### src/hw/rtl/ratf_pkg.sv
`timescale 1ns / 1ps

package ratf_pkg;

   localparam int QUEUE_DEPTH_DEFAULT = 2;

   localparam logic [7:0]  NO_TARGET = 8'd255;
   localparam logic [15:0] FAR_AWAY  = 16'd50000;
   localparam logic [6:0]  BRAKE_FULL = 7'd100;
   localparam logic [6:0]  BRAKE_NONE = 7'd0;

   localparam logic [1:0] REPORT_NONE      = 2'd0;
   localparam logic [1:0] REPORT_CANNOT    = 2'd1;
   localparam logic [1:0] REPORT_FOLLOWING = 2'd2;

   localparam logic [1:0] CMD_OBJECT    = 2'd0;
   localparam logic [1:0] CMD_OWN_SPEED = 2'd1;
   localparam logic [1:0] CMD_ENABLE    = 2'd2;
   localparam logic [1:0] CMD_TICK      = 2'd3;

   localparam logic [2:0] CSR_AZIMUTH_WINDOW = 3'd0;
   localparam logic [2:0] CSR_SEARCH_LIMIT   = 3'd1;
   localparam logic [2:0] CSR_KEEPING_GAP    = 3'd2;
   localparam logic [2:0] CSR_SPEED_CEILING  = 3'd3;
   localparam logic [2:0] CSR_GAIN_FAR       = 3'd4;
   localparam logic [2:0] CSR_GAIN_NEAR      = 3'd5;
   localparam logic [2:0] CSR_LOST_TIMEOUT   = 3'd6;

   localparam logic [14:0] AZIMUTH_WINDOW_RESET = 15'd100;
   localparam logic [15:0] SEARCH_LIMIT_RESET   = 16'd1500;
   localparam logic [15:0] KEEPING_GAP_RESET    = 16'd1500;
   localparam logic [15:0] SPEED_CEILING_RESET  = 16'd1500;
   localparam logic [7:0]  GAIN_FAR_RESET       = 8'd128;
   localparam logic [7:0]  GAIN_NEAR_RESET      = 8'd77;
   localparam logic [7:0]  LOST_TIMEOUT_RESET   = 8'd4;

   // floor(y / 5) = (y * DIV5_MAGIC) >> DIV5_SHIFT for y below 2^19
   localparam logic [18:0] DIV5_MAGIC = 19'd419431;
   localparam int          DIV5_SHIFT = 21;

   typedef enum logic [1:0] {
      ITEM_OBJECT,
      ITEM_OWN_SPEED,
      ITEM_ENABLE,
      ITEM_TICK
   } item_kind_type;

   typedef enum logic [1:0] {
      FRAME_OFF,
      FRAME_SEARCH,
      FRAME_TRACK
   } frame_kind_type;

   typedef enum logic [2:0] {
      ST_IDLE,
      ST_MUL,
      ST_CMP,
      ST_DIV,
      ST_EMIT
   } back_state_type;

   typedef struct packed {
      item_kind_type      kind;
      logic [7:0]         obj_id;
      logic signed [15:0] obj_azimuth;
      logic [15:0]        obj_distance;
      logic signed [15:0] obj_rel_speed;
      logic               obj_is_new;
      logic               frame_last;
      logic signed [15:0] own_speed;
      logic               enable;
   } item_type;

   typedef struct packed {
      logic     valid;
      item_type item;
   } queue_head_type;

endpackage

### src/hw/rtl/ratf_front.sv
`timescale 1ns / 1ps

module ratf_front
   import ratf_pkg::*;
#(
   parameter int QUEUE_DEPTH = QUEUE_DEPTH_DEFAULT
) (
   input  logic               clock,
   input  logic               reset,
   input  logic               req_valid,
   output logic               req_ready,
   input  logic [1:0]         req_command,
   input  logic [7:0]         req_obj_id,
   input  logic signed [15:0] req_obj_azimuth,
   input  logic [15:0]        req_obj_distance,
   input  logic signed [15:0] req_obj_rel_speed,
   input  logic               req_obj_is_new,
   input  logic               req_frame_last,
   input  logic signed [15:0] req_own_speed,
   input  logic               req_enable,
   output queue_head_type     head,
   input  logic               head_pop
);

   localparam int PTR_W = (QUEUE_DEPTH > 1) ? $clog2(QUEUE_DEPTH) : 1;
   localparam int CNT_W = $clog2(QUEUE_DEPTH + 1);

   item_type             queue_ff [QUEUE_DEPTH];
   logic [PTR_W-1:0]     wr_ptr_ff, wr_ptr_in;
   logic [PTR_W-1:0]     rd_ptr_ff, rd_ptr_in;
   logic [CNT_W-1:0]     count_ff, count_in;
   item_type             decoded;
   logic                 push;
   logic                 pop;

   always_comb begin
      decoded.obj_id        = req_obj_id;
      decoded.obj_azimuth   = req_obj_azimuth;
      decoded.obj_distance  = req_obj_distance;
      decoded.obj_rel_speed = req_obj_rel_speed;
      decoded.obj_is_new    = req_obj_is_new;
      decoded.frame_last    = req_frame_last;
      decoded.own_speed     = req_own_speed;
      decoded.enable        = req_enable;
      case (req_command)
         CMD_OBJECT:    decoded.kind = ITEM_OBJECT;
         CMD_OWN_SPEED: decoded.kind = ITEM_OWN_SPEED;
         CMD_ENABLE:    decoded.kind = ITEM_ENABLE;
         CMD_TICK:      decoded.kind = ITEM_TICK;
         default:       decoded.kind = ITEM_TICK;
      endcase
   end

   assign req_ready = (count_ff < CNT_W'(QUEUE_DEPTH));
   assign push      = req_valid && req_ready;
   assign pop       = head_pop && (count_ff != '0);

   assign head.valid = (count_ff != '0);
   assign head.item  = queue_ff[rd_ptr_ff];

   always_comb begin
      wr_ptr_in = wr_ptr_ff;
      rd_ptr_in = rd_ptr_ff;
      count_in  = count_ff;
      if (push) begin
         wr_ptr_in = (wr_ptr_ff == PTR_W'(QUEUE_DEPTH - 1)) ? '0 : wr_ptr_ff + 1'b1;
      end
      if (pop) begin
         rd_ptr_in = (rd_ptr_ff == PTR_W'(QUEUE_DEPTH - 1)) ? '0 : rd_ptr_ff + 1'b1;
      end
      if (push && !pop) begin
         count_in = count_ff + 1'b1;
      end else if (pop && !push) begin
         count_in = count_ff - 1'b1;
      end
   end

   always_ff @(posedge clock) begin
      if (reset) begin
         wr_ptr_ff <= '0;
         rd_ptr_ff <= '0;
         count_ff  <= '0;
      end else begin
         wr_ptr_ff <= wr_ptr_in;
         rd_ptr_ff <= rd_ptr_in;
         count_ff  <= count_in;
      end
   end

   always_ff @(posedge clock) begin
      if (push) begin
         queue_ff[wr_ptr_ff] <= decoded;
      end
   end

endmodule

### src/hw/rtl/ratf_back.sv
`timescale 1ns / 1ps

module ratf_back
   import ratf_pkg::*;
(
   input  logic           clock,
   input  logic           reset,
   input  queue_head_type head,
   output logic           head_pop,
   input  logic           csr_write,
   input  logic [2:0]     csr_index,
   input  logic [15:0]    csr_data,
   output logic           rsp_valid,
   input  logic           rsp_ready,
   output logic           rsp_cmd_active,
   output logic [15:0]    rsp_speed_setpoint,
   output logic [6:0]     rsp_brake_request,
   output logic [1:0]     rsp_follow_report,
   output logic [7:0]     rsp_target_id
);

   logic [14:0] azimuth_window_ff;
   logic [15:0] search_limit_ff;
   logic [15:0] keeping_gap_ff;
   logic [15:0] speed_ceiling_ff;
   logic [7:0]  gain_far_ff;
   logic [7:0]  gain_near_ff;
   logic [7:0]  lost_timeout_ff;

   back_state_type state_ff, state_in;
   frame_kind_type frame_kind_ff, frame_kind_in;

   logic        mode_on_ff, mode_on_in;
   logic [7:0]  tracked_id_ff, tracked_id_in;
   logic [15:0] own_speed_ff, own_speed_in;
   logic [15:0] best_distance_ff, best_distance_in;
   logic [7:0]  candidate_id_ff, candidate_id_in;
   logic        frame_started_ff, frame_started_in;
   logic        frame_matched_ff, frame_matched_in;
   logic        frame_lost_ff, frame_lost_in;
   logic [15:0] track_distance_ff, track_distance_in;
   logic [15:0] track_speed_ff, track_speed_in;
   logic        active_ff, active_in;
   logic [15:0] speed_out_ff, speed_out_in;
   logic [6:0]  brake_out_ff, brake_out_in;
   logic [7:0]  ticks_ff, ticks_in;
   logic        ever_seen_ff, ever_seen_in;
   logic [1:0]  report_ff, report_in;

   logic signed [25:0] prod_ff;
   logic signed [24:0] base_ff;
   logic               nonpos_ff;
   logic               sat_ff;
   logic [18:0]        quot_in_ff;

   logic               rsp_valid_ff;
   logic               cmd_active_ff;
   logic [15:0]        speed_setpoint_ff;
   logic [6:0]         brake_request_ff;
   logic [1:0]         follow_report_ff;
   logic [7:0]         target_id_ff;

   logic               take;
   logic               to_compute;
   logic               to_emit;
   logic               out_free;
   logic               emit;

   logic signed [16:0] err;
   logic [7:0]         gain;
   logic signed [16:0] speed_sum;
   logic signed [26:0] t_sum;
   logic signed [30:0] t_scaled;
   logic signed [30:0] ceiling_scaled;
   logic [37:0]        quot_prod;

   logic signed [16:0] az_ext;
   logic signed [16:0] win_ext;
   logic [7:0]         ticks_inc;

   assign out_free  = !rsp_valid_ff || rsp_ready;
   assign take      = (state_ff == ST_IDLE) && head.valid;
   assign head_pop  = take;
   assign emit      = (state_ff == ST_EMIT) && out_free;

   // next state
   always_comb begin
      state_in = state_ff;
      case (state_ff)
         ST_IDLE: begin
            if (to_compute) begin
               state_in = ST_MUL;
            end else if (to_emit) begin
               state_in = ST_EMIT;
            end
         end
         ST_MUL:  state_in = ST_CMP;
         ST_CMP:  state_in = ST_DIV;
         ST_DIV:  state_in = ST_EMIT;
         ST_EMIT: begin
            if (out_free) begin
               state_in = ST_IDLE;
            end
         end
         default: state_in = ST_IDLE;
      endcase
   end

   assign az_ext    = 17'(head.item.obj_azimuth);
   assign win_ext   = $signed({2'b00, azimuth_window_ff});
   assign ticks_inc = (ticks_ff != 8'd255) ? ticks_ff + 8'd1 : ticks_ff;

   assign err       = $signed({1'b0, track_distance_ff}) - $signed({1'b0, keeping_gap_ff});
   assign gain      = err[16] ? gain_near_ff : gain_far_ff;
   assign speed_sum = 17'($signed(own_speed_ff)) + 17'($signed(track_speed_ff));
   assign t_sum     = 27'(base_ff) + 27'(prod_ff);
   assign t_scaled  = (31'(t_sum) <<< 3) + 31'(t_sum);
   assign ceiling_scaled = $signed({5'b0, (26'(speed_ceiling_ff) << 9)
                                          + (26'(speed_ceiling_ff) << 7)});
   assign quot_prod = 38'(quot_in_ff) * 38'(DIV5_MAGIC);

   // item processing and command arithmetic
   always_comb begin
      frame_kind_in     = frame_kind_ff;
      mode_on_in        = mode_on_ff;
      tracked_id_in     = tracked_id_ff;
      own_speed_in      = own_speed_ff;
      best_distance_in  = best_distance_ff;
      candidate_id_in   = candidate_id_ff;
      frame_started_in  = frame_started_ff;
      frame_matched_in  = frame_matched_ff;
      frame_lost_in     = frame_lost_ff;
      track_distance_in = track_distance_ff;
      track_speed_in    = track_speed_ff;
      active_in         = active_ff;
      speed_out_in      = speed_out_ff;
      brake_out_in      = brake_out_ff;
      ticks_in          = ticks_ff;
      ever_seen_in      = ever_seen_ff;
      report_in         = report_ff;
      to_compute        = 1'b0;
      to_emit           = 1'b0;

      if (take) begin
         case (head.item.kind)
            ITEM_OWN_SPEED: begin
               own_speed_in = head.item.own_speed;
            end
            ITEM_ENABLE: begin
               if (mode_on_ff && !head.item.enable) begin
                  active_in    = 1'b0;
                  ever_seen_in = 1'b0;
               end
               mode_on_in = head.item.enable;
            end
            ITEM_TICK: begin
               ticks_in = ticks_inc;
               if (mode_on_ff && (tracked_id_ff != NO_TARGET) && ever_seen_ff &&
                   (ticks_inc >= lost_timeout_ff)) begin
                  mode_on_in    = 1'b0;
                  tracked_id_in = NO_TARGET;
                  ever_seen_in  = 1'b0;
                  active_in     = 1'b0;
               end
            end
            ITEM_OBJECT: begin
               if (!frame_started_ff) begin
                  frame_started_in = 1'b1;
                  frame_matched_in = 1'b0;
                  frame_lost_in    = 1'b0;
                  if (!mode_on_ff) begin
                     frame_kind_in = FRAME_OFF;
                     active_in     = 1'b0;
                  end else if (tracked_id_ff == NO_TARGET) begin
                     frame_kind_in    = FRAME_SEARCH;
                     best_distance_in = FAR_AWAY;
                     candidate_id_in  = NO_TARGET;
                  end else begin
                     frame_kind_in = FRAME_TRACK;
                     active_in     = 1'b0;
                     brake_out_in  = BRAKE_NONE;
                  end
               end

               if (frame_kind_in == FRAME_SEARCH) begin
                  if ((az_ext < win_ext) && (az_ext > -win_ext) &&
                      (head.item.obj_distance <= search_limit_ff) &&
                      (head.item.obj_distance < best_distance_in)) begin
                     best_distance_in = head.item.obj_distance;
                     candidate_id_in  = head.item.obj_id;
                  end
               end else if ((frame_kind_in == FRAME_TRACK) && !frame_matched_in &&
                            !frame_lost_in && (tracked_id_ff != NO_TARGET) &&
                            (head.item.obj_id == tracked_id_ff)) begin
                  if (!head.item.obj_is_new) begin
                     frame_matched_in  = 1'b1;
                     track_distance_in = head.item.obj_distance;
                     track_speed_in    = head.item.obj_rel_speed;
                     ticks_in          = 8'd0;
                     ever_seen_in      = 1'b1;
                     active_in         = 1'b1;
                  end else begin
                     frame_lost_in = 1'b1;
                     mode_on_in    = 1'b0;
                     tracked_id_in = NO_TARGET;
                     ever_seen_in  = 1'b0;
                     active_in     = 1'b0;
                  end
               end

               if (head.item.frame_last) begin
                  frame_started_in = 1'b0;
                  case (frame_kind_in)
                     FRAME_SEARCH: begin
                        tracked_id_in = candidate_id_in;
                        report_in     = REPORT_CANNOT;
                     end
                     FRAME_TRACK: begin
                        if (frame_lost_in) begin
                           report_in = REPORT_CANNOT;
                        end else if (frame_matched_in) begin
                           report_in = REPORT_FOLLOWING;
                        end else begin
                           report_in = REPORT_NONE;
                        end
                     end
                     default: report_in = REPORT_NONE;
                  endcase
                  to_compute = active_in;
                  to_emit    = !active_in;
               end
            end
            default: begin
               own_speed_in = own_speed_ff;
            end
         endcase
      end

      if (state_ff == ST_DIV) begin
         if (nonpos_ff) begin
            speed_out_in = 16'd0;
            brake_out_in = BRAKE_FULL;
         end else if (sat_ff) begin
            speed_out_in = speed_ceiling_ff;
         end else begin
            speed_out_in = quot_prod[DIV5_SHIFT +: 16];
         end
      end
   end

   always_ff @(posedge clock) begin
      if (reset) begin
         state_ff          <= ST_IDLE;
         frame_kind_ff     <= FRAME_OFF;
         mode_on_ff        <= 1'b0;
         tracked_id_ff     <= NO_TARGET;
         own_speed_ff      <= 16'd0;
         best_distance_ff  <= FAR_AWAY;
         candidate_id_ff   <= NO_TARGET;
         frame_started_ff  <= 1'b0;
         frame_matched_ff  <= 1'b0;
         frame_lost_ff     <= 1'b0;
         track_distance_ff <= 16'd0;
         track_speed_ff    <= 16'd0;
         active_ff         <= 1'b0;
         speed_out_ff      <= 16'd0;
         brake_out_ff      <= BRAKE_NONE;
         ticks_ff          <= 8'd0;
         ever_seen_ff      <= 1'b0;
         report_ff         <= REPORT_NONE;
         rsp_valid_ff      <= 1'b0;
      end else begin
         state_ff          <= state_in;
         frame_kind_ff     <= frame_kind_in;
         mode_on_ff        <= mode_on_in;
         tracked_id_ff     <= tracked_id_in;
         own_speed_ff      <= own_speed_in;
         best_distance_ff  <= best_distance_in;
         candidate_id_ff   <= candidate_id_in;
         frame_started_ff  <= frame_started_in;
         frame_matched_ff  <= frame_matched_in;
         frame_lost_ff     <= frame_lost_in;
         track_distance_ff <= track_distance_in;
         track_speed_ff    <= track_speed_in;
         active_ff         <= active_in;
         speed_out_ff      <= speed_out_in;
         brake_out_ff      <= brake_out_in;
         ticks_ff          <= ticks_in;
         ever_seen_ff      <= ever_seen_in;
         report_ff         <= report_in;
         if (emit) begin
            rsp_valid_ff <= 1'b1;
         end else if (rsp_ready) begin
            rsp_valid_ff <= 1'b0;
         end
      end
   end

   always_ff @(posedge clock) begin
      if (reset) begin
         azimuth_window_ff <= AZIMUTH_WINDOW_RESET;
         search_limit_ff   <= SEARCH_LIMIT_RESET;
         keeping_gap_ff    <= KEEPING_GAP_RESET;
         speed_ceiling_ff  <= SPEED_CEILING_RESET;
         gain_far_ff       <= GAIN_FAR_RESET;
         gain_near_ff      <= GAIN_NEAR_RESET;
         lost_timeout_ff   <= LOST_TIMEOUT_RESET;
      end else if (csr_write) begin
         case (csr_index)
            CSR_AZIMUTH_WINDOW: azimuth_window_ff <= csr_data[14:0];
            CSR_SEARCH_LIMIT:   search_limit_ff   <= csr_data;
            CSR_KEEPING_GAP:    keeping_gap_ff    <= csr_data;
            CSR_SPEED_CEILING:  speed_ceiling_ff  <= csr_data;
            CSR_GAIN_FAR:       gain_far_ff       <= csr_data[7:0];
            CSR_GAIN_NEAR:      gain_near_ff      <= csr_data[7:0];
            CSR_LOST_TIMEOUT:   lost_timeout_ff   <= csr_data[7:0];
            default:            lost_timeout_ff   <= lost_timeout_ff;
         endcase
      end
   end

   always_ff @(posedge clock) begin
      if (state_ff == ST_MUL) begin
         prod_ff <= 26'(err) * $signed({18'b0, gain});
         base_ff <= 25'(speed_sum) <<< 8;
      end
      if (state_ff == ST_CMP) begin
         nonpos_ff  <= (t_sum <= 27'sd0);
         sat_ff     <= (t_scaled > ceiling_scaled);
         quot_in_ff <= t_scaled[25:7];
      end
      if (emit) begin
         cmd_active_ff     <= active_ff;
         speed_setpoint_ff <= speed_out_ff;
         brake_request_ff  <= brake_out_ff;
         follow_report_ff  <= report_ff;
         target_id_ff      <= tracked_id_ff;
      end
   end

   assign rsp_valid          = rsp_valid_ff;
   assign rsp_cmd_active     = cmd_active_ff;
   assign rsp_speed_setpoint = speed_setpoint_ff;
   assign rsp_brake_request  = brake_request_ff;
   assign rsp_follow_report  = follow_report_ff;
   assign rsp_target_id      = target_id_ff;

endmodule

### src/hw/rtl/radar_acc_target_follow.sv
`timescale 1ns / 1ps
// An end-of-frame object gives its response in ST_EMIT, after the multiply, compare and
// divide-by-640 steps when a speed command is computed. Throughput: one request per
// cycle from the queue for all other requests; the back end holds the queue from an
// end-of-frame object until its response is issued, also while the response register is full.
// Reset: synchronous, active high; clears the queue, tracking state and restores registers.

module radar_acc_target_follow
   import ratf_pkg::*;
#(
   parameter int QUEUE_DEPTH = QUEUE_DEPTH_DEFAULT
) (
   input  logic               clock,
   input  logic               reset,
   input  logic               req_valid,
   output logic               req_ready,
   input  logic [1:0]         req_command,
   input  logic [7:0]         req_obj_id,
   input  logic signed [15:0] req_obj_azimuth,
   input  logic [15:0]        req_obj_distance,
   input  logic signed [15:0] req_obj_rel_speed,
   input  logic               req_obj_is_new,
   input  logic               req_frame_last,
   input  logic signed [15:0] req_own_speed,
   input  logic               req_enable,
   output logic               rsp_valid,
   input  logic               rsp_ready,
   output logic               rsp_cmd_active,
   output logic [15:0]        rsp_speed_setpoint,
   output logic [6:0]         rsp_brake_request,
   output logic [1:0]         rsp_follow_report,
   output logic [7:0]         rsp_target_id,
   input  logic               csr_valid,
   output logic               csr_ready,
   input  logic [2:0]         csr_index,
   input  logic [15:0]        csr_data
);

   queue_head_type head;
   logic           head_pop;

   assign csr_ready = 1'b1;

   ratf_front #(
      .QUEUE_DEPTH(QUEUE_DEPTH)
   ) u_front (
      .clock             (clock),
      .reset             (reset),
      .req_valid         (req_valid),
      .req_ready         (req_ready),
      .req_command       (req_command),
      .req_obj_id        (req_obj_id),
      .req_obj_azimuth   (req_obj_azimuth),
      .req_obj_distance  (req_obj_distance),
      .req_obj_rel_speed (req_obj_rel_speed),
      .req_obj_is_new    (req_obj_is_new),
      .req_frame_last    (req_frame_last),
      .req_own_speed     (req_own_speed),
      .req_enable        (req_enable),
      .head              (head),
      .head_pop          (head_pop)
   );

   ratf_back u_back (
      .clock              (clock),
      .reset              (reset),
      .head               (head),
      .head_pop           (head_pop),
      .csr_write          (csr_valid && csr_ready),
      .csr_index          (csr_index),
      .csr_data           (csr_data),
      .rsp_valid          (rsp_valid),
      .rsp_ready          (rsp_ready),
      .rsp_cmd_active     (rsp_cmd_active),
      .rsp_speed_setpoint (rsp_speed_setpoint),
      .rsp_brake_request  (rsp_brake_request),
      .rsp_follow_report  (rsp_follow_report),
      .rsp_target_id      (rsp_target_id)
   );

endmodule
### config.mk
export PLATFORM = sky130hd
export DESIGN_NAME = radar_acc_target_follow
export DESIGN_NICKNAME = d
export VERILOG_FILES = /design/src/hw/rtl/ratf_pkg.sv /design/src/hw/rtl/ratf_front.sv /design/src/hw/rtl/ratf_back.sv /design/src/hw/rtl/radar_acc_target_follow.sv
export SDC_FILE = /design/constraint.sdc
export NUM_CORES = 2
export LEC_CHECK = 0
export ABC_AREA = 1
export BUFFER_PORTS_ARGS = -buffer_cell sky130_fd_sc_hd__buf_2
export CORE_MARGIN = 1.5
export CORE_UTILIZATION = 45
export CTS_CLUSTER_SIZE = 40
export DETAILED_ROUTE_END_ITERATION = 16
export HOLD_SLACK_MARGIN = 0.15
export SKIP_CTS_REPAIR_TIMING = 1
export SYNTH_ARGS = -nofsm -noshare
export SYNTH_HDL_FRONTEND = slang
export SYNTH_SLANG_ARGS = --single-unit
export TNS_END_PERCENT = 30
### constraint.sdc
create_clock -name clock -period 11.74 [get_ports clock]
set_input_delay 1.761 -clock clock [delete_from_list [all_inputs] [get_ports clock]]
set_output_delay 1.761 -clock clock [all_outputs]
set_load 0.03 [all_outputs]
==> results.sh <==
export IMPL_wl_um=87400
export IMPL_vias=26900
export IMPL_area_growth_syn_to_layout_pct=9.78
export IMPL_die_area_um2=81100
export IMPL_drc=0
export IMPL_io_buffer_count=136
export IMPL_clkSinkCount=469
export IMPL_critPathRequiredTime_ns=12.06
export IMPL_finalSetupViolations=0
export IMPL_drv_cap=0
export IMPL_fill_cells=7639
export IMPL_status="complete, no violations"
export IMPL_fin_cells=5296
export IMPL_place_gp_congestion=0.914
export IMPL_ys_seq_elements=469
export IMPL_synth_yosys_seq_area_share=0.333
export IMPL_arrival_ns=8.02
export IMPL_critPathSlowestCell="a21oi_1"
export IMPL_hold_class="register to register"
export IMPL_critPathMaxStageDelay_ns=0.86
export IMPL_die_w_um=285
export IMPL_ys_types=61
export IMPL_grt_pass1_wl_um=141000
export IMPL_synth_ff_type="edfxtp_1"
export IMPL_syn_nets=4829
export IMPL_cellLeakagePower_nw=18.5
export IMPL_clk_pin_slew_ns=0.06
export IMPL_start_kind="register"
export IMPL_hold_depth=0
export IMPL_cts_made_buffers=50
export IMPL_worst_pin_slew_ns=1.26
export IMPL_yosys_warnings=0
export IMPL_antenna_found_initial=3
export IMPL_min_delay_start="u_back.brake_out_ff[1]"
export IMPL_die_y_um=285
export IMPL_worstSetupPathType="register to register"
export IMPL_crit_fanout=13
export IMPL_rsz0062_at_grt="no"
export IMPL_clock_skew_ns=0.0476
export IMPL_dp_final_hpwl_um=70100
export IMPL_core_um2=78700
export IMPL_fmax_ghz=0.130
export IMPL_row_count=103
export IMPL_postRouteAntennaNets=0
export IMPL_first_pass_iters=6
export IMPL_cts_max_level=2
export IMPL_hold_path_end="u_back.rsp_brake_request[1]"
export IMPL_hold_violations=0
export IMPL_clk_latency_ns=0.62
export IMPL_nets=4945
export IMPL_synth_edff_count=252
export IMPL_ir_worst_vdd_mv=0.142
export IMPL_period_share=0.656
export IMPL_synthArstFlopShare=0
export IMPL_slew_headroom=0.157
export IMPL_grt_max_degree=102
export IMPL_synth_cells=4087
export IMPL_layout_min_cycle_time_ns=7.70
export IMPL_root_buffer="clkbuf_16"
export IMPL_dp_cells=5201
export IMPL_cts_buffer_depth=3
export IMPL_post_drt_wl_per_cell_um=16.5
export IMPL_drt_vias_per_instance=5.08
export IMPL_grt_usage=0.218
export IMPL_layout_drive_gt1_share=0.0676
export IMPL_drv_slew=0
export IMPL_syn_area_um2=35700
export IMPL_cts_tree="built"
export IMPL_r2r_end="u_back.prod_ff[21]"
export IMPL_rr_worst_depth=27
export IMPL_ios=138
export IMPL_grt_pass1_vias=26500
export IMPL_r2r_slack_ns=4.04
export IMPL_r2r_start="u_back.track_distance_ff[0]"
export IMPL_initialDrtViolationCount=1675
export IMPL_grt_ovfl_total=0
export IMPL_setup_tns_final_ns=0
export IMPL_start_util=0.454
export IMPL_cellPowerDensity_nw_per_um2=144
export IMPL_critPathCaptureType="register"
export IMPL_syn_area_per_cell_um2=8.74
layout make-up:
class / count / area, µm² / area share
diodes: 1 / 2.50 / 0.0000638
repair buffers: 149 / 778 / 0.0198
inverters: 796 / 2990 / 0.0762
clock buffers: 61 / 1320 / 0.0337
flip-flops and latches: 469 / 11900 / 0.304
clock inverters: 33 / 397 / 0.0101
multi-input cells: 2737 / 20500 / 0.523
well taps: 1050 / 1310 / 0.0335
cells in the final DEF, fill, tap and decap left out, types with 10 or more instances in the layout:
master     count
inv_1        790
nand2_1      581
a21oi_1      415
ha_1         394
nor2_1       305
edfxtp_1     252
fa_1         247
dfxtp_1      216
o21ai_0      207
buf_2        136
nand3_1      120
xor2_1        92
clkbuf_16     50
nor3_1        43
xnor2_1       41
nand4_1       38
o211ai_1      31
o21ai_1       23
a21o_1        22
a31oi_1       21
o21bai_1      20
mux2i_1       17
mux2_2        14
or2_2         13
buf_4         13
o21a_1        10
where the power goes:
group | internal, mW | switching (mW) | total [mW]
Combinational | 0.688 | 1.25 | 1.94
Sequential | 1.97 | 0.112 | 2.08
Clock | 0.963 | 0.679 | 1.64
Total | 3.62 | 2.04 | 5.66
cells in the mapped netlist (17+ instances only):
cell      count  area [µm²]
a21o_1       22         165
a21oi_1     415        2080
a31oi_1      21         131
clkbuf_1     59         221
dfxtp_1     217        4340
edfxtp_1    252        7570
fa_1        247        4940
ha_1        394        4930
inv_1       791        2970
mux2i_1      17         170
nand2_1     581        2180
nand3_1     120         601
nand4_1      38         238
nor2_1      310        1160
nor3_1       44         220
o211ai_1     31         233
o21ai_0     207        1040
o21ai_1      23         115
o21bai_1     20         150
xnor2_1      41         359
xor2_1       92         806
how the worst max path moves through the flow:
| stage | start | endpoint | slack (ns) | cells after the start |
|---|---|---|---|---|
| detailed placement | u_back.track_distance_ff[0] | u_back.prod_ff[21] | 4.13 | 27 |
| finish | u_back.track_distance_ff[0] | u_back.prod_ff[21] | 4.04 | 27 |
| global route | u_back.track_distance_ff[0] | u_back.prod_ff[21] | 3.42 | 27 |
| floorplan | u_back.track_distance_ff[0] | u_back.prod_ff[22] | 5.36 | 31 |
| CTS | u_back.track_distance_ff[0] | u_back.prod_ff[21] | 4.07 | 27 |
| global placement | u_back.track_distance_ff[0] | u_back.prod_ff[21] | 4.24 | 27 |
cells by family after synthesis:
| logic type | synth area share |
|---|---|
| adder cells (fa/ha/maj) | 0.276 |
| buffers and inverters | 0.0938 |
| other | 0.000105 |
| XOR/XNOR | 0.0326 |
| multiplexers | 0.00918 |
| flip-flops | 0.333 |
| AO/OA/AOI/OAI | 0.121 |
| AND/OR/NAND/NOR | 0.133 |
through the flow:
step	hold WS (ns)	power (mW)	setup slack, ns	utilization	cell area (µm²)
2_1_floorplan	0.400	3.54	5.36	-	35700
3_3_place_gp	0.407	4.02	4.24	0.476	37500
3_5_place_dp	0.411	4.05	4.13	0.476	37500
4_1_cts	0.425	5.70	4.07	0.498	39200
5_1_grt	0.439	6.06	3.42	0.498	39200
6_report	0.424	5.66	4.04	0.498	39200
state kept, by name, summed over array words and instances, names as in the netlist, 15 cells and up, named ones only:
register / count
u_back.speed_ceiling_ff: 16
u_back.search_limit_ff: 16
u_back.rsp_speed_setpoint: 16
u_front.queue_ff: 154
u_back.azimuth_window_ff: 15
u_back.base_ff: 17
u_back.prod_ff: 26
u_back.keeping_gap_ff: 16
u_back.speed_out_ff: 16
u_back.track_distance_ff: 16
u_back.track_speed_ff: 16
u_back.quot_in_ff: 19
u_back.own_speed_ff: 16
u_back.best_distance_ff: 16
critical path: cells and delay by family, from the launching register on:
family | cells | cell delay [ns]
AOI/OAI and AO/OA | 10 | 2.70
xor gates and xnor gates | 1 | 0.17
adders and majority gates | 7 | 2.95
buffers and inverters | 5 | 0.59
DFF | 1 | 0.32
and+or+nand+nor | 4 | 0.67
layer usage:
layer / part of all wire / track usage
met5: 0.000080 / 0
met4: 0.023 / 0.0556
met3: 0.044 / 0.0249
met2: 0.46 / 0.358
met1: 0.47 / 0.305
Note: power is estimated with default switching activity, not from simulation.
